**src/design/assert_macros.svh**
```systemverilog
// ----------------------------------------------------------------------------
// Assertion macros
// Shared wrappers for concurrent checks clocked on clk_i and reset by rst_ni.
// ----------------------------------------------------------------------------
`ifndef ASSERT_MACROS_SVH
`define ASSERT_MACROS_SVH

// Property must hold at every rising edge outside reset.
`define ASSERT_AT(lbl, prop, msg) \
  lbl: assert property (@(posedge clk_i) disable iff (!rst_ni) (prop)) \
    else $error(msg);

// Condition must never be true at a rising edge outside reset.
`define ASSERT_NEVER(lbl, cond, msg) \
  lbl: assert property (@(posedge clk_i) disable iff (!rst_ni) !(cond)) \
    else $error(msg);

`endif

```
**src/design/ldws_pkg.sv**
```systemverilog
// ----------------------------------------------------------------------------
// ldws_pkg
// Types, command codes and the digit table of the LED display sender.
// ----------------------------------------------------------------------------
`timescale 1ns / 1ps

package ldws_pkg;

  localparam int unsigned DigitsDef  = 6;
  localparam int unsigned QueueDepth = 2;

  localparam int unsigned InTdataW  = 24;
  localparam int unsigned InTuserW  = 3;
  localparam int unsigned OutTdataW = 8;

  localparam logic [7:0]  CmdDigitMode = 8'h44;
  localparam logic [7:0]  CmdBufMode   = 8'h40;
  localparam logic [7:0]  CmdAddrBase  = 8'hC0;
  localparam logic [7:0]  CmdDispOff   = 8'h80;
  localparam logic [7:0]  CmdDispOn    = 8'h88;
  localparam logic [15:0] AckTimeoutRst = 16'd255;

  // Action codes as they arrive on the stream.
  typedef enum logic [2:0] {
    ACT_TICK   = 3'd0,
    ACT_DIGIT  = 3'd1,
    ACT_LOAD   = 3'd2,
    ACT_SEND   = 3'd3,
    ACT_BRIGHT = 3'd4
  } act_e;

  // Kind of the transfer in flight.
  typedef enum logic [1:0] {
    KIND_NONE   = 2'd0,
    KIND_DIGIT  = 2'd1,
    KIND_BUFFER = 2'd2,
    KIND_BRIGHT = 2'd3
  } kind_e;

  // Sequencer step within one frame.
  typedef enum logic [2:0] {
    ST_IDLE  = 3'd0,
    ST_START = 3'd1,
    ST_BITS  = 3'd2,
    ST_ACK   = 3'd3,
    ST_STOP  = 3'd4
  } seq_e;

  // Classified item handed from the front end to the sequencer.
  typedef struct packed {
    act_e       act;       // unused action codes already folded into a tick
    logic [2:0] addr;
    logic [7:0] byte_val;  // segment byte, or brightness command
    logic [2:0] len;       // saturated to the digit count
    logic       in_range;  // buffer slot exists
    logic       dio_in;
  } item_t;

  // Digit code to segment pattern: 0..9, blank, minus; blank above eleven.
  function automatic logic [7:0] seg_lut(input logic [7:0] code);
    logic [7:0] seg;
    case (code)
      8'd0:    seg = 8'h3f;
      8'd1:    seg = 8'h06;
      8'd2:    seg = 8'h5b;
      8'd3:    seg = 8'h4f;
      8'd4:    seg = 8'h66;
      8'd5:    seg = 8'h6d;
      8'd6:    seg = 8'h7d;
      8'd7:    seg = 8'h07;
      8'd8:    seg = 8'h7f;
      8'd9:    seg = 8'h6f;
      8'd10:   seg = 8'h00;
      8'd11:   seg = 8'h40;
      default: seg = 8'h00;
    endcase
    return seg;
  endfunction

endpackage

```
**src/design/ldws_front.sv**
```systemverilog
// ----------------------------------------------------------------------------
// ldws_front
// Input side: unpacks a stream item, decodes the action and prepares bytes.
// ----------------------------------------------------------------------------
`timescale 1ns / 1ps

module ldws_front import ldws_pkg::*; #(
  parameter int unsigned DIGITS = DigitsDef
) (
  input  logic                s_axis_tvalid_i,
  output logic                s_axis_tready_o,
  input  logic [InTuserW-1:0] s_axis_tuser_i,
  input  logic [InTdataW-1:0] s_axis_tdata_i,
  input  logic                q_full_i,
  output logic                q_push_o,
  output item_t               q_item_o
);

  logic [2:0] addr;
  logic [7:0] data;
  logic       encode;
  logic [2:0] len;
  logic       disp_on;
  logic [2:0] bright;
  logic [7:0] seg;

  assign addr    = s_axis_tdata_i[2:0];
  assign data    = s_axis_tdata_i[10:3];
  assign encode  = s_axis_tdata_i[11];
  assign len     = s_axis_tdata_i[14:12];
  assign disp_on = s_axis_tdata_i[15];
  assign bright  = s_axis_tdata_i[18:16];

  assign seg = encode ? seg_lut(data) : data;

  always_comb begin
    q_item_o          = '0;
    q_item_o.addr     = addr;
    q_item_o.dio_in   = s_axis_tdata_i[19];
    q_item_o.in_range = (32'(addr) < DIGITS);
    q_item_o.len      = (32'(len) > DIGITS) ? 3'(DIGITS) : len;
    q_item_o.byte_val = seg;
    case (s_axis_tuser_i)
      ACT_DIGIT:  q_item_o.act = ACT_DIGIT;
      ACT_LOAD:   q_item_o.act = ACT_LOAD;
      ACT_SEND:   q_item_o.act = ACT_SEND;
      ACT_BRIGHT: begin
        q_item_o.act      = ACT_BRIGHT;
        q_item_o.byte_val = disp_on ? (CmdDispOn | {5'd0, bright}) : CmdDispOff;
      end
      default:    q_item_o.act = ACT_TICK;
    endcase
  end

  assign s_axis_tready_o = !q_full_i;
  assign q_push_o        = s_axis_tvalid_i && !q_full_i;

endmodule

```
**src/design/ldws_queue.sv**
```systemverilog
// ----------------------------------------------------------------------------
// ldws_queue
// Short first-in first-out queue of classified items.
// ----------------------------------------------------------------------------
`timescale 1ns / 1ps

module ldws_queue import ldws_pkg::*; (
  input  logic  clk_i,
  input  logic  rst_ni,
  input  logic  push_i,
  input  item_t item_i,
  output logic  full_o,
  output logic  valid_o,
  input  logic  pop_i,
  output item_t item_o
);

  localparam int unsigned PtrW = (QueueDepth > 1) ? $clog2(QueueDepth) : 1;
  localparam int unsigned CntW = $clog2(QueueDepth + 1);

  item_t            mem_q [QueueDepth];
  logic [PtrW-1:0]  wr_ptr_q, wr_ptr_d;
  logic [PtrW-1:0]  rd_ptr_q, rd_ptr_d;
  logic [CntW-1:0]  cnt_q, cnt_d;
  logic             do_push, do_pop;

  assign full_o  = (cnt_q == CntW'(QueueDepth));
  assign valid_o = (cnt_q != '0);
  assign item_o  = mem_q[rd_ptr_q];
  assign do_push = push_i && !full_o;
  assign do_pop  = pop_i && valid_o;

  always_comb begin
    wr_ptr_d = wr_ptr_q;
    rd_ptr_d = rd_ptr_q;
    cnt_d    = cnt_q;
    if (do_push) begin
      wr_ptr_d = (wr_ptr_q == PtrW'(QueueDepth - 1)) ? '0 : wr_ptr_q + PtrW'(1);
    end
    if (do_pop) begin
      rd_ptr_d = (rd_ptr_q == PtrW'(QueueDepth - 1)) ? '0 : rd_ptr_q + PtrW'(1);
    end
    if (do_push && !do_pop) begin
      cnt_d = cnt_q + CntW'(1);
    end else if (do_pop && !do_push) begin
      cnt_d = cnt_q - CntW'(1);
    end
  end

  always_ff @(posedge clk_i or negedge rst_ni) begin
    if (!rst_ni) begin
      wr_ptr_q <= '0;
      rd_ptr_q <= '0;
      cnt_q    <= '0;
    end else begin
      wr_ptr_q <= wr_ptr_d;
      rd_ptr_q <= rd_ptr_d;
      cnt_q    <= cnt_d;
    end
  end

  always_ff @(posedge clk_i) begin
    if (do_push) begin
      mem_q[wr_ptr_q] <= item_i;
    end
  end

endmodule

```
**src/design/ldws_seq.sv**
```systemverilog
// ----------------------------------------------------------------------------
// ldws_seq
// Pin sequencer: one tick per item, display buffer and result register.
// ----------------------------------------------------------------------------
`timescale 1ns / 1ps

module ldws_seq import ldws_pkg::*; #(
  parameter int unsigned DIGITS = DigitsDef
) (
  input  logic                 clk_i,
  input  logic                 rst_ni,
  input  logic                 cfg_wr_en_i,
  input  logic [15:0]          cfg_wr_data_i,
  input  logic                 q_valid_i,
  input  item_t                q_item_i,
  output logic                 q_pop_o,
  output logic                 m_axis_tvalid_o,
  input  logic                 m_axis_tready_i,
  output logic [OutTdataW-1:0] m_axis_tdata_o
);

  localparam int unsigned BufAw = (DIGITS > 1) ? $clog2(DIGITS) : 1;

  seq_e        state_q, state_d;
  kind_e       kind_q, kind_d;
  logic        second_q, second_d;
  logic [1:0]  phase_q, phase_d;
  logic [3:0]  bit_cnt_q, bit_cnt_d;
  logic [7:0]  shift_q, shift_d;
  logic [3:0]  byte_idx_q, byte_idx_d;
  logic [15:0] wait_cnt_q, wait_cnt_d;
  logic [2:0]  paddr_q, paddr_d;
  logic [7:0]  pdata_q, pdata_d;
  logic [2:0]  plen_q, plen_d;
  logic        clk_lvl_q, clk_lvl_d;
  logic        dio_lvl_q, dio_lvl_d;
  logic [15:0] ack_timeout_q;

  logic [7:0]  disp_buf_q [DIGITS];
  logic        buf_we;
  logic [3:0]  buf_wr_addr;
  logic [7:0]  buf_rd;

  logic        out_valid_q;
  logic [4:0]  out_data_q;
  logic        pop;
  logic        ack_err, rej, ack_done;
  logic [7:0]  first_byte, head_byte, next_byte;
  logic [3:0]  frame_cnt, next_idx;

  assign pop     = q_valid_i && (!out_valid_q || m_axis_tready_i);
  assign q_pop_o = pop;

  assign buf_wr_addr = {1'b0, q_item_i.addr};
  assign buf_rd = (32'(byte_idx_q) < DIGITS) ? disp_buf_q[byte_idx_q[BufAw-1:0]] : 8'h00;

  // Bytes of the current frame.
  always_comb begin
    case (kind_q)
      KIND_DIGIT:  first_byte = CmdDigitMode;
      KIND_BUFFER: first_byte = CmdBufMode;
      default:     first_byte = pdata_q;
    endcase
    if (!second_q) begin
      head_byte = first_byte;
      next_byte = first_byte;
      frame_cnt = 4'd1;
    end else if (kind_q == KIND_DIGIT) begin
      head_byte = CmdAddrBase | {5'd0, paddr_q};
      next_byte = pdata_q;
      frame_cnt = 4'd2;
    end else begin
      head_byte = CmdAddrBase;
      next_byte = buf_rd;
      frame_cnt = 4'd1 + {1'b0, plen_q};
    end
  end

  assign next_idx = byte_idx_q + 4'd1;

  always_comb begin
    state_d    = state_q;
    kind_d     = kind_q;
    second_d   = second_q;
    phase_d    = phase_q;
    bit_cnt_d  = bit_cnt_q;
    shift_d    = shift_q;
    byte_idx_d = byte_idx_q;
    wait_cnt_d = wait_cnt_q;
    paddr_d    = paddr_q;
    pdata_d    = pdata_q;
    plen_d     = plen_q;
    clk_lvl_d  = clk_lvl_q;
    dio_lvl_d  = dio_lvl_q;
    buf_we     = 1'b0;
    ack_err    = 1'b0;
    rej        = 1'b0;
    ack_done   = 1'b0;

    if (state_q == ST_IDLE) begin
      case (q_item_i.act)
        ACT_DIGIT: begin
          kind_d  = KIND_DIGIT;
          paddr_d = q_item_i.addr;
          pdata_d = q_item_i.byte_val;
        end
        ACT_LOAD: buf_we = q_item_i.in_range;
        ACT_SEND: begin
          kind_d = KIND_BUFFER;
          plen_d = q_item_i.len;
        end
        ACT_BRIGHT: begin
          kind_d  = KIND_BRIGHT;
          pdata_d = q_item_i.byte_val;
        end
        default: ;
      endcase
      if (q_item_i.act == ACT_DIGIT || q_item_i.act == ACT_SEND ||
          q_item_i.act == ACT_BRIGHT) begin
        state_d    = ST_START;
        second_d   = 1'b0;
        phase_d    = 2'd0;
        byte_idx_d = 4'd0;
        bit_cnt_d  = 4'd0;
      end
    end else begin
      rej = (q_item_i.act != ACT_TICK);
      case (state_q)
        ST_START: begin
          if (phase_q == 2'd0) begin
            clk_lvl_d = 1'b1;
            dio_lvl_d = 1'b1;
            phase_d   = 2'd1;
          end else begin
            dio_lvl_d  = 1'b0;
            byte_idx_d = 4'd0;
            bit_cnt_d  = 4'd0;
            shift_d    = head_byte;
            phase_d    = 2'd0;
            state_d    = ST_BITS;
          end
        end
        ST_BITS: begin
          if (phase_q == 2'd0) begin
            clk_lvl_d = 1'b0;
            phase_d   = 2'd1;
          end else if (phase_q == 2'd1) begin
            dio_lvl_d = shift_q[0];
            phase_d   = 2'd2;
          end else begin
            clk_lvl_d = 1'b1;
            shift_d   = {1'b0, shift_q[7:1]};
            bit_cnt_d = bit_cnt_q + 4'd1;
            phase_d   = 2'd0;
            if (bit_cnt_q >= 4'd7) begin
              wait_cnt_d = 16'd0;
              state_d    = ST_ACK;
            end
          end
        end
        ST_ACK: begin
          if (phase_q == 2'd0) begin
            clk_lvl_d = 1'b0;
            phase_d   = 2'd1;
          end else if (phase_q == 2'd1) begin
            dio_lvl_d = 1'b1;
            phase_d   = 2'd2;
          end else begin
            // Ack is taken from the sampled pin, not from the driven level.
            if (!q_item_i.dio_in) begin
              ack_done = 1'b1;
            end else if (wait_cnt_q >= ack_timeout_q) begin
              ack_err  = 1'b1;
              ack_done = 1'b1;
            end else begin
              wait_cnt_d = wait_cnt_q + 16'd1;
            end
            if (ack_done) begin
              clk_lvl_d  = 1'b1;
              byte_idx_d = next_idx;
              phase_d    = 2'd0;
              if (next_idx < frame_cnt) begin
                shift_d   = next_byte;
                bit_cnt_d = 4'd0;
                state_d   = ST_BITS;
              end else begin
                state_d = ST_STOP;
              end
            end
          end
        end
        ST_STOP: begin
          if (phase_q == 2'd0) begin
            clk_lvl_d = 1'b0;
            phase_d   = 2'd1;
          end else if (phase_q == 2'd1) begin
            dio_lvl_d = 1'b0;
            phase_d   = 2'd2;
          end else if (phase_q == 2'd2) begin
            clk_lvl_d = 1'b1;
            phase_d   = 2'd3;
          end else begin
            dio_lvl_d = 1'b1;
            phase_d   = 2'd0;
            if (!second_q && kind_q != KIND_BRIGHT) begin
              state_d  = ST_START;
              second_d = 1'b1;
            end else begin
              state_d  = ST_IDLE;
              second_d = 1'b0;
            end
          end
        end
        default: begin
          state_d  = ST_IDLE;
          second_d = 1'b0;
          phase_d  = 2'd0;
        end
      endcase
    end
  end

  always_ff @(posedge clk_i or negedge rst_ni) begin
    if (!rst_ni) begin
      state_q    <= ST_IDLE;
      kind_q     <= KIND_NONE;
      second_q   <= 1'b0;
      phase_q    <= 2'd0;
      bit_cnt_q  <= 4'd0;
      shift_q    <= 8'd0;
      byte_idx_q <= 4'd0;
      wait_cnt_q <= 16'd0;
      paddr_q    <= 3'd0;
      pdata_q    <= 8'd0;
      plen_q     <= 3'd0;
      clk_lvl_q  <= 1'b1;
      dio_lvl_q  <= 1'b1;
    end else if (pop) begin
      state_q    <= state_d;
      kind_q     <= kind_d;
      second_q   <= second_d;
      phase_q    <= phase_d;
      bit_cnt_q  <= bit_cnt_d;
      shift_q    <= shift_d;
      byte_idx_q <= byte_idx_d;
      wait_cnt_q <= wait_cnt_d;
      paddr_q    <= paddr_d;
      pdata_q    <= pdata_d;
      plen_q     <= plen_d;
      clk_lvl_q  <= clk_lvl_d;
      dio_lvl_q  <= dio_lvl_d;
    end
  end

  always_ff @(posedge clk_i or negedge rst_ni) begin
    if (!rst_ni) begin
      ack_timeout_q <= AckTimeoutRst;
    end else if (cfg_wr_en_i) begin
      ack_timeout_q <= cfg_wr_data_i;
    end
  end

  always_ff @(posedge clk_i) begin
    if (pop && buf_we) begin
      disp_buf_q[buf_wr_addr[BufAw-1:0]] <= q_item_i.byte_val;
    end
  end

  always_ff @(posedge clk_i or negedge rst_ni) begin
    if (!rst_ni) begin
      out_valid_q <= 1'b0;
    end else if (pop) begin
      out_valid_q <= 1'b1;
    end else if (m_axis_tready_i) begin
      out_valid_q <= 1'b0;
    end
  end

  always_ff @(posedge clk_i) begin
    if (pop) begin
      out_data_q <= {rej, ack_err, (state_d != ST_IDLE), dio_lvl_d, clk_lvl_d};
    end
  end

  assign m_axis_tvalid_o = out_valid_q;
  assign m_axis_tdata_o  = {3'd0, out_data_q};

endmodule

```
**src/design/led_display_two_wire_sender_unit.sv**
```systemverilog
// ----------------------------------------------------------------------------
// led_display_two_wire_sender_unit
// Tick-driven serializer for a two-wire LED display driver.
// ----------------------------------------------------------------------------
//  Channel        Direction  Item contents
//  s_axis         in         one pin tick, optionally carrying a command
//  m_axis         out        pin levels and status after that tick
//  cfg_wr         in         ack timeout in ticks, 16 bits
//
// Every input item yields exactly one output item. The block takes one item
// per clock cycle while the output is not stalled. An item is held in the
// queue and then in the result register, from which its result leaves. The
// sequencer applies one tick per cycle while the output is not stalled, and
// its state registers advance only when an item is popped. Reset clears all
// control state and restores an ack timeout of 255; the display buffer is
// not cleared and holds garbage until loaded. A stall on the output side fills
// the two-entry queue, after which the input stalls.
// ----------------------------------------------------------------------------
`timescale 1ns / 1ps

module led_display_two_wire_sender_unit import ldws_pkg::*; #(
  parameter int unsigned DIGITS = DigitsDef
) (
  input  logic                 clk_i,
  input  logic                 rst_ni,
  // Configuration: ack timeout, written whenever the enable is high.
  input  logic                 cfg_wr_en_i,
  input  logic [15:0]          cfg_wr_data_i,
  // Input stream.
  input  logic                 s_axis_tvalid_i,
  output logic                 s_axis_tready_o,
  // tuser, low bit up: action[2:0]
  input  logic [InTuserW-1:0]  s_axis_tuser_i,
  // tdata, low bit up: address[2:0], data[10:3], encode[11], length[14:12],
  // display_on[15], brightness[18:16], dio_in[19], zeros[23:20]
  input  logic [InTdataW-1:0]  s_axis_tdata_i,
  // Output stream.
  output logic                 m_axis_tvalid_o,
  input  logic                 m_axis_tready_i,
  // tdata, low bit up: clk_res[0], dio[1], busy_res[2], ack_error[3],
  // cmd_rejected[4], zeros[7:5]
  output logic [OutTdataW-1:0] m_axis_tdata_o
);

  logic  q_push, q_full, q_valid, q_pop;
  item_t push_item, head_item;

  // Front end: unpack and classify each item.
  ldws_front #(
    .DIGITS (DIGITS)
  ) u_front (
    .s_axis_tvalid_i (s_axis_tvalid_i),
    .s_axis_tready_o (s_axis_tready_o),
    .s_axis_tuser_i  (s_axis_tuser_i),
    .s_axis_tdata_i  (s_axis_tdata_i),
    .q_full_i        (q_full),
    .q_push_o        (q_push),
    .q_item_o        (push_item)
  );

  // Queue decoupling input handshake from the sequencer.
  ldws_queue u_queue (
    .clk_i   (clk_i),
    .rst_ni  (rst_ni),
    .push_i  (q_push),
    .item_i  (push_item),
    .full_o  (q_full),
    .valid_o (q_valid),
    .pop_i   (q_pop),
    .item_o  (head_item)
  );

  // Back end: bus sequencer, display buffer and result register.
  ldws_seq #(
    .DIGITS (DIGITS)
  ) u_seq (
    .clk_i           (clk_i),
    .rst_ni          (rst_ni),
    .cfg_wr_en_i     (cfg_wr_en_i),
    .cfg_wr_data_i   (cfg_wr_data_i),
    .q_valid_i       (q_valid),
    .q_item_i        (head_item),
    .q_pop_o         (q_pop),
    .m_axis_tvalid_o (m_axis_tvalid_o),
    .m_axis_tready_i (m_axis_tready_i),
    .m_axis_tdata_o  (m_axis_tdata_o)
  );

`include "assert_macros.svh"

  // A tick taken from the queue always shows up as a result next cycle.
  `ASSERT_AT(a_pop_gives_result, q_pop |=> m_axis_tvalid_o, "popped tick produced no result")
  // An ack timeout leaves a transfer running and raises the clock line.
  `ASSERT_NEVER(a_ackerr_busy, m_axis_tvalid_o && m_axis_tdata_o[3] && !m_axis_tdata_o[2], "ack error while idle")
  `ASSERT_NEVER(a_ackerr_clk, m_axis_tvalid_o && m_axis_tdata_o[3] && !m_axis_tdata_o[0], "ack error with clock low")

endmodule

```
**config.mk**
```make
export PLATFORM = sky130hd
export DESIGN_NAME = led_display_two_wire_sender_unit
export DESIGN_NICKNAME = d
export VERILOG_FILES = /design/src/design/ldws_pkg.sv /design/src/design/ldws_front.sv /design/src/design/ldws_queue.sv /design/src/design/ldws_seq.sv /design/src/design/led_display_two_wire_sender_unit.sv
export VERILOG_INCLUDE_DIRS = /design/src /design/src/design
export SDC_FILE = /design/constraint.sdc
export NUM_CORES = 1
export LEC_CHECK = 0
export ABC_CLOCK_PERIOD_IN_PS = 4700
export BUFFER_PORTS_ARGS = -buffer_cell sky130_fd_sc_hd__buf_2
export CORE_MARGIN = 1
export CORE_UTILIZATION = 30
export DETAILED_ROUTE_END_ITERATION = 12
export PLACE_DENSITY_LB_ADDON = 0.12
export SETUP_SLACK_MARGIN = 0.3
export SKIP_CTS_REPAIR_TIMING = 1
export SYNTH_ARGS = -nofsm -noshare
export SYNTH_HDL_FRONTEND = slang
export SYNTH_HIERARCHICAL = 1
export SYNTH_SLANG_ARGS = --single-unit
```
**constraint.sdc**
```tcl
create_clock -name clk_i -period 4.7 [get_ports clk_i]
set_clock_uncertainty 0.15 [all_clocks]
set_input_delay 0.94 -clock clk_i [delete_from_list [all_inputs] [get_ports clk_i]]
set_output_delay 0.94 -clock clk_i [all_outputs]
set_load 0.02 [all_outputs]
```
## Yosys cells after proc, flatten, opt, wreduce, memory -nomap -nowiden

Memory sizes are Yosys's and may differ from the RTL's.
Index checks and enable logic that the tools add are counted.

| operators by class | value |
|---|---|
| bitwise operators | 3 |
| reductions and logical operators | 42 |
| order comparisons | 6 |
| equal/unequal tests | 41 |
| $add $sub $neg | 8 |
| muxes and demuxes | 119 |

Operator list:

| cell | number |
|---|---|
| $mux 16 | 7 |
| $mux 8 | 14 |
| $mux 4 | 16 |
| $mux 3 | 15 |
| $mux 1 | 43 |
| $pmux 16 s2 | 1 |
| $reduce_and 10->1 | 3 |
| $mux 2 | 12 |
| $ne 3x2->1 const B | 8 |
| $pmux 3 s4 | 2 |
| $pmux 8 s3 | 1 |
| $eq 3x2->1 const B | 6 |
| $add 16x1->16 const B | 1 |
| $ge 16x16->1 | 1 |
| $ne 2x2->1 const B | 8 |
| $pmux 8 s2 | 1 |
| $reduce_and 3->1 | 5 |
| $reduce_bool 3->1 | 5 |
| $pmux 4 s3 | 1 |
| $ne 2x1->1 const B | 5 |
| $eq 3x1->1 const B | 3 |
| $eq 3x3->1 const B | 3 |
| $add 4x1->4 const B | 2 |
| $logic_and 1x1->1 | 8 |
| 31 further kinds | 48 |

| word-level totals | value |
|---|---|
| register bits after elaboration | 82 |
| memory bits (read-only) | 112 |
| bits in writable memories | 86 |
| output and inout port bits | 10 |
| input bits | 48 |
| memories | 3 |

Memory list:

| memory | words | bits a word | rd ports | clocked after Yosys merged registers in | wr ports | RTL line | text |
|---|---|---|---|---|---|---|---|
| (name not given) | 16 | 7 | 1 | 0 | 0 | ldws_pkg.sv:62 | `case (code)` |
| u_seq.disp_buf_q | 6 | 8 | 1 | 0 | 1 | ldws_seq.sv:39 | `logic [7:0] disp_buf_q [DIGITS];` |
| u_queue.mem_q | 2 | 19 | 1 | 0 | 1 | ldws_queue.sv:21 | `item_t mem_q [QueueDepth];` |

## Depth between registers and ports, before layout

Gate-level depths: netlist (run 1).

| logic depth | value |
|---|---|
| depth in word-level cells | 13 |
| gate-level depth with buffers | 11 |
| depth with buffers taken out | 10 |

## Cells and area by module

The synthesis (run 1) kept the hierarchy.

Modules (own cells, without submodules):

| module | cells an instance | area each (um^2) | sequential area each (um^2) | instances |
|---|---|---|---|---|
| ldws_seq | 596 | 6502.5 | 3430.8 | 1 |
| ldws_queue | 78 | 1666.6 | 1241.2 | 1 |
| ldws_front | 63 | 439.2 | 0.0 | 1 |

## Worst setup path after synthesis (run 1)

Ideal clock, no wire load.

| timing | value |
|---|---|
| path type | reg2reg |
| from | register u_seq.byte_idx_q[0] |
| to | register u_seq.shift_q[0] |
| stages on the path, launching flop included | 11 |
| required time | 4.425 ns |
| library setup time | 0.125 ns |
| buffers on the path | 2 |
| path slack | 1.546 ns |
| period minus slack after synthesis | 3.154 ns |
| arrival time | 2.880 ns |
| path through | dfrtp_1 -> buf_2 -> buf_2 -> nand3_1 -> xnor2_1 -> ha_1 -> o211a_1 -> a211oi_2 -> o21ai_0 -> a211oi_2 -> mux2_2 |

| on the way | value |
|---|---|
| longest elaborated chain between the ends | 9 |

Ends and longest elaborated chain:

| what | RTL line | text |
|---|---|---|
| from (decl) | ldws_seq.sv:30 | `logic [3:0] byte_idx_q, byte_idx_d;` |
| from (signal assigned) | ldws_seq.sv:245 | `byte_idx_q <= byte_idx_d;` |
| $lt 4x3->1 / $mem_v2 6x8 (equally long branches) | n/a |  |
| $mux 8 | ldws_seq.sv:55 | `assign buf_rd = (32'(byte_idx_q) < DIGITS) ? disp_buf_q[byte_idx_q[BufAw-1:0]] : 8'h00;` |
| $mux 8 | ldws_seq.sv:68 | `end else if (kind_q == KIND_DIGIT) begin` |
| $mux 8 | ldws_seq.sv:64 | `if (!second_q) begin` |
| $mux 8 | ldws_seq.sv:182 | `if (next_idx < frame_cnt) begin` |
| $mux 8 | ldws_seq.sv:178 | `if (ack_done) begin` |
| $mux 8 | ldws_seq.sv:165 | `end else if (phase_q == 2'd1) begin` |
| $mux 8 | ldws_seq.sv:162 | `if (phase_q == 2'd0) begin` |
| $pmux 8 s3 | ldws_seq.sv:128 | `case (state_q)` |
| to (signal assigned) | ldws_seq.sv:244 | `shift_q <= shift_d;` |
| to (decl) | ldws_seq.sv:29 | `logic [7:0] shift_q, shift_d;` |

Parallel ways exist; a longest one is shown, timed or not. The select of a mux whose other input is x is not followed.
A chain may end at the register's enable or synchronous reset.

## Worst setup path in the final report (run 1)

| timing | value |
|---|---|
| from | register u_seq.byte_idx_q[0] |
| to | register u_seq.shift_q[4] |

Same word-level chain as after synthesis.

==> results of run 1 <==
-- cells by family (layout without fill, tap and decap cells) --
logic type	count (synthesis)	count (layout)	synth area share [%]
adder cells (fa/ha/maj)	34	34	4.942
AO/OA/AOI/OAI	167	167	12.51
multiplexers	70	70	10.64
AND/OR/NAND/NOR	209	209	12.27
XOR/XNOR	10	10	1.105
other	1	3	0.04356
flip-flops	168	168	54.27
buffers and inverters	78	126	4.215
-- final timing paths --
| check | start | cells after the start | to | slack [ns] |
|---|---|---|---|---|
| worst max-delay path | u_seq/byte_idx_q[0] | 8 | u_seq/shift_q[4] | 1.15 |
| worst min-delay path | u_queue/cnt_q[1] | 1 | u_queue/cnt_q[1] | 0.36 |
| worst max register to register | u_seq/byte_idx_q[0] | 8 | u_seq/shift_q[4] | 1.15 |
| worst min register to register | u_queue/cnt_q[1] | 1 | u_queue/cnt_q[1] | 0.36 |
| max in group asynchronous | rst_ni | 1 | u_seq/kind_q[0] | 3.19 |
| min in group asynchronous | rst_ni | 1 | u_seq/pdata_q[4] | 0.55 |
-- flip-flops by register name, summed over array words and instances (netlist names) --
| signal | cells |
|---|---|
| u_seq/second_q | 1 |
| u_seq/clk_lvl_q | 1 |
| u_seq/shift_q | 8 |
| u_seq/ack_timeout_q | 16 |
| u_seq/disp_buf_q | 48 |
| u_seq/kind_q | 2 |
| u_seq/bit_cnt_q | 4 |
| u_seq/paddr_q | 3 |
| u_seq/dio_lvl_q | 1 |
| u_seq/byte_idx_q | 4 |
| u_seq/m_axis_tvalid_o | 1 |
| u_seq/plen_q | 3 |
| u_seq/phase_q | 2 |
| u_queue/cnt_q | 2 |
| u_seq/wait_cnt_q | 16 |
| u_seq/state_q | 3 |
| u_seq/out_data_q | 5 |
| u_queue/mem_q | 38 |
| u_queue/rd_ptr_q | 1 |
| u_seq/pdata_q | 8 |
| u_queue/wr_ptr_q | 1 |
-- per-layer routing --
| metal | GRT usage [%] | up-vias | wire [um] | part of all wire, % |
|---|---|---|---|---|
| met4 | 4.581 | 0 | 233 | 1.3 |
| met1 | 16.47 | 2828 | 8578 | 46 |
| li1 | - | 2785 | - | - |
| met2 | 23.14 | 122 | 9147 | 49 |
| met3 | 2.140 | 17 | 634 | 3.4 |
| met5 | 0 | - | 0 | 0 |
-- report_power, final --
| part | internal [W] | switching [W] |
|---|---|---|
| Clock | 0.000882 | 0.000623 |
| Sequential | 0.00193 | 0.000263 |
| Combinational | 0.000826 | 0.00112 |
-- cell type report --
type                            instances  area share (%)
Sequential cell                       168           47.64
Multi-Input combinational cell        493           36.51
Tap cell                              378           4.823
Clock buffer                           19           4.619
Timing Repair Buffer                   58           3.190
Clock inverter                         13           1.837
Inverter                               36           1.378
-- layout by cell type (no fill, tap or decap), drive strengths merged, types with 6 or more instances in the layout --
master / n
xnor2: 6
a211oi: 7
nor2b: 13
o31ai: 10
or3: 6
mux4: 7
nand3: 21
nor3: 14
nor4: 6
and3: 8
clkbuf: 19
mux2i: 18
edfxtp: 91
o21ai: 57
nand2b: 11
a31oi: 9
nand2: 53
nor2: 54
dfrtp: 67
dfstp: 10
a21oi: 39
a21o: 7
inv: 41
mux2: 45
buf: 58
ha: 34
-- worst register-to-register path, cell delays in order, from the launching register on --
cell      delay (ns)
dfrtp_1         0.70
ha_1            0.35
ha_1            0.29
a21boi_0        0.12
o211a_1         0.25
a211oi_2        0.28
o21ai_0         0.18
a211oi_2        0.68
mux2_2          0.42
-- stage by stage --
| stage | setup WS, ns | hold WS [ns] | std cells | util, % | instance area (um^2) |
|---|---|---|---|---|---|
| after floorplan | 1.546 | 0.3151 | 739 | - | 8616 |
| after global placement | 1.016 | 0.3357 | 1133 | 32.75 | 9174 |
| after detailed placement | 0.9487 | 0.3458 | 1133 | 32.75 | 9174 |
| after CTS | 1.084 | 0.3599 | 1165 | 35.01 | 9807 |
| after global routing | 0.9323 | 0.3801 | 1165 | 35.01 | 9807 |
| final | 1.147 | 0.3587 | 1165 | 35.01 | 9807 |
==> results_dict.tcl, run 1 <==
set metrics [dict create \
    vias 5752 \
    place_congestion 0.8568 \
    setup_violations 0 \
    core_area_um2 28010 \
    crit_type "reg2reg" \
    insertion_delay_ns 0.43 \
    hold_viol_final 0 \
    crit_family "compound AO/OA/AOI/OAI gates" \
    synth_async_sr_flop_share_pct 45.83 \
    avgSynthCellArea_um2 11.68 \
    rsz0062_at_grt "no" \
    synth_cell_types 75 \
    cp_max_fo 12 \
    yosysMostFrequentCell "edfxtp_1" \
    start_kind "register" \
    antenna_found_initial 0 \
    pin_count 58 \
    p_total_w 0.005649 \
    relSlewSlack_pct 30.62 \
    wl_per_cell_um 15.96 \
    drc_errors 0 \
    cts_buffers 17 \
    vias_per_cell 4.937 \
    min_period_ns 3.553 \
    routed_wl_um 18590 \
    clock-sinks 168 \
    crit_required_ns 4.85 \
    synth-seq-cells 168 \
    fin_nets 856 \
    path_cells "ha_1 > ha_1 > a21boi_0 > o211a_1 > a211oi_2 > o21ai_0 > a211oi_2 > mux2_2" \
    die_area_um2 29380 \
    syn_to_final_growth_pct 13.92 \
    row_count 61 \
    die_w_um 171.4 \
    hp-class "reg2reg" \
    synth_warnings 6 \
    ys_top_cells_by_count "91 x edfxtp_1, 67 x dfrtp_1, 56 x o21ai_0, 54 x nor2_1, 51 x nand2_1" \
    cp_slowest_cell "dfrtp_1" \
    synthFlopType "edfxtp_1" \
    yosysSeqAreaShare_pct 54.27 \
    synthCells 737 \
    leakage_nw 3.925 \
    cts_tree "yes" \
    regArea_um2 4672 \
    crit_arrival_ns 3.71 \
    drtIter0Drc 327 \
    dp_hpwl_um 13140 \
    cts-root-buf "clkbuf_16" \
    fmax_mhz 281.5 \
    critical-path-max-stage-delay_ns 0.70 \
    grt_pass1_wl_um 30020 \
    worst_pin_slew_ns 1.041 \
    dr.pass1.iters 5 \
    cts_max_level 4 \
    period_share_pct 75.59 \
    vdd_ir_drop_max_uv 274.3 \
    worstSetupEndpointType "register" \
    synth_edf_count 91 \
    portBuffers 50 \
    status "complete, no violations" \
    clkTransAtPathRegs_ns 0.07 \
    cts_buffer_depth 2 \
    drive_gt1_share_pct 21.86 \
    grt_overflow 0 \
    multiInputGateArea_um2 3581 \
    fin_tns_setup_ns 0 \
    fillers 2772 \
    ant_nets 0 \
    die-height_um 171.4 \
    n_antenna_cell 0 \
    syn-cell-area_um2 8608 \
    start_util_pct 30.73 \
    netlist.area_leader.share_pct 31.74 \
    crit_buf_inv 0 \
    finalMaxSlewViolations 0 \
    grt.total_usage_pct 13.23 \
    netlist_top_cells_area "edfxtp_1 32%, dfrtp_1 19%, ha_1 4.9%, mux2_2 3.4%, mux2_4 3.3%" \
    grt_max_degree 78 \
    synth_top_area_cell "edfxtp_1" \
    grt_pass1_vias 5777 \
    powerDensity_nw_per_um2 576.0 \
    maxCapViolCount 0 \
]
No activity file was read; power rests on OpenSTA's default activity.
==> inputs of run 2 (changes only) <==
ABC_AREA = 1   (was unset)
ABC_CLOCK_PERIOD_IN_PS = 3700   (was 4700)
clock period = 3.7 ns   (was 4.7 ns; I/O delays follow)
==> run 2 against run 1 <==
Compared with the run above: sequential power rose by 23%; synthesized area rose by 1.1%; critical path type unchanged; combinational power rose by 25%; routed wire length rose by 4.2%; fmax rose by 23%; critical endpoint unchanged.
==> results_dict.tcl, run 2 <==
set metrics [dict create \
    status "complete, no violations" \
    final_common_cell "nand2_1" \
    cts_buffer_depth 2 \
    core_area_um2 28160 \
    antenna_found_initial 0 \
    synth_edf_count 91 \
    yosysMostFrequentCell "nand2_1" \
    swShare_pct 39.77 \
    seqPwrFrac_pct 38.9 \
    fin_util_pct 35.49 \
    p_comb_share_pct 35.0 \
    r2r_cells 13 \
    crit_type "reg2reg" \
    grt_pass1_vias 6047 \
    path_cells "ha_1 > nor2_1 > a21boi_0 > o21ai_0 > ha_1 > a21o_1 > a31oi_1 > or2_2 > nand2_1 > nor2_4 > inv_2 > nand2_1 > nand2_1" \
    grt_util_met1_pct 18.94 \
    netlist.area_leader.share_pct 31.40 \
    critical-path-max-stage-delay_ns 0.40 \
    holdWs_ns 0.1987 \
    vias 6428 \
    insertion_delay_ns 0.43 \
    r2r_end "u_seq/shift_q[4]" \
    grt.total_usage_pct 13.87 \
    synth_warnings 6 \
    relSlewSlack_pct 45.91 \
    routed_wl_um 19370 \
    drtIter0Drc 282 \
    finalMaxSlewViolations 0 \
    syn_to_final_growth_pct 14.85 \
    place_congestion 0.8120 \
    cp_slowest_cell "dfrtp_1" \
    portBuffers 50 \
    netlist_top_cells_area "edfxtp_1 31%, dfrtp_1 19%, nand2_1 12%, o21ai_0 5.0%, ha_1 4.9%" \
    die-height_um 172.3 \
    met3_usage_pct 2.220 \
    dp_hpwl_um 13940 \
    cts-root-buf "clkbuf_16" \
    cts_max_level 4 \
    fin_tns_setup_ns 0 \
    n_antenna_cell 0 \
    crit_required_ns 3.87 \
    p_int_w 0.004197 \
    ys_top_cells_by_count "277 x nand2_1, 96 x inv_1, 91 x edfxtp_1, 87 x o21ai_0, 81 x nor2_1" \
    worstReg2RegStart "u_seq/kind_q[0]" \
    avgSynthCellArea_um2 9.008 \
    crit_buf_inv 1 \
    synth_cell_types 44 \
    clock-sinks 168 \
    hp-class "in2async" \
    largest_register_ffs 48 \
    fmax_mhz 347.0 \
    crit_family "simple AND/OR/NAND/NOR gates" \
    synth-seq-cells 168 \
    min_period_ns 2.882 \
    clkTransAtPathRegs_ns 0.08 \
    worstSetupEndpointType "register" \
    synth_top_area_cell "edfxtp_1" \
    period_share_pct 77.89 \
    pin_count 58 \
    start_util_pct 30.90 \
    ant_nets 0 \
    rsz0062_at_grt "no" \
    drive_gt1_share_pct 14.69 \
    dr.pass1.iters 5 \
    clockPowerShare_pct 26.1 \
    top_usage_layer "met2" \
    rrSetupSlack_ns 0.82 \
    synthFlopType "edfxtp_1" \
    p_sw_w 0.002771 \
    vias_per_cell 4.549 \
    p_total_w 0.006969 \
    row_count 61 \
    grt_max_degree 50 \
    synthCells 966 \
    grt_overflow 0 \
    wl_per_cell_um 13.71 \
    setup_violations 0 \
    powerDensity_nw_per_um2 697.3 \
    start_kind "register" \
    grt_pass1_wl_um 31720 \
    yosysSeqAreaShare_pct 53.69 \
    fin_nets 1104 \
    leakage_nw 4.393 \
    drc_errors 0 \
    die_w_um 172.3 \
    cts_tree "yes" \
    crit_arrival_ns 3.05 \
    hold_viol_final 0 \
    maxCapViolCount 0 \
    cp_max_fo 10 \
    synth_async_sr_flop_share_pct 45.83 \
    vdd_ir_drop_max_uv 421.6 \
    syn-cell-area_um2 8702 \
    gr-usage-met2_pct 22.46 \
    path_common_cell "nand2_1" \
    cts_buffers 17 \
    worst_pin_slew_ns 0.8104 \
    die_area_um2 29690 \
    final_cell_mix "277 x nand2_1, 96 x inv_1, 91 x edfxtp_1" \
]
run 2: area by class of cell:
cell class	count	area, um^2
well taps	378	473.0
inverters	105	396.6
flip-flops and latches	168	4672
clock inverters	15	188.9
repair buffers	66	372.9
multi-input cells	664	3466
clock buffers	17	425.4
fillers	2871	18170
run 2: kinds of logic (layout without fill, tap and decap cells):
family | Yosys count | count (layout) | share of synthesized area, %
other | 1 | 3 | 0.04309
and+or+nand+nor | 441 | 441 | 20.99
DFF | 168 | 168 | 53.69
AOI/OAI and AO/OA | 158 | 158 | 10.68
muxes | 11 | 11 | 1.423
xor gates and xnor gates | 17 | 17 | 1.711
adders and majority gates | 34 | 34 | 4.889
buffers and inverters | 136 | 203 | 6.571
run 2: worst register-to-register path, stage by stage (launching register included):
cell and delay [ns]:
dfrtp_1 0.40, ha_1 0.30, nor2_1 0.18, a21boi_0 0.18
o21ai_0 0.10, ha_1 0.18, a21o_1 0.15, a31oi_1 0.26
or2_2 0.17, nand2_1 0.16, nor2_4 0.28, inv_2 0.13
nand2_1 0.08, nand2_1 0.05
run 2: per-stage QoR:
step | area (um^2) | std cells | setup slack (ns)
floorplan | 8710 | 968 | 1.139
global placement | 9380 | 1381 | 0.8230
detailed placement | 9380 | 1381 | 0.7743
CTS | 9995 | 1413 | 0.7598
global route | 9995 | 1413 | 0.5625
finish | 9995 | 1413 | 0.8180
run 2: power groups by stage:
stage,logic (W),clock network (W),registers (W)
finish,0.00244,0.00182,0.00271
global route,0.00281,0.00195,0.00276
CTS,0.00249,0.00188,0.00271
detailed placement,0.00248,0,0.00275
global placement,0.00248,0,0.00275
floorplan,0.00174,0,0.00272
run 2: worst max-delay path by stage:
stage / from / end / depth (start not counted)
5_1_grt: u_seq/kind_q[0] / u_seq/shift_q[3] / 13
3_3_place_gp: u_seq/kind_q[0] / u_seq/shift_q[2] / 13
3_5_place_dp: u_seq/kind_q[0] / u_seq/shift_q[1] / 13
6_report: u_seq/kind_q[0] / u_seq/shift_q[4] / 13
2_1_floorplan: u_seq/byte_idx_q[1] / u_seq/shift_q[1] / 13
4_1_cts: u_seq/kind_q[0] / u_seq/shift_q[4] / 13
run 2: layer usage:
metal  routed length, um  part of all wire [%]
met5                   0                     0
met4                 219                   1.1
met3                 519                   2.7
met2                9011                    47
met1                9616                    50
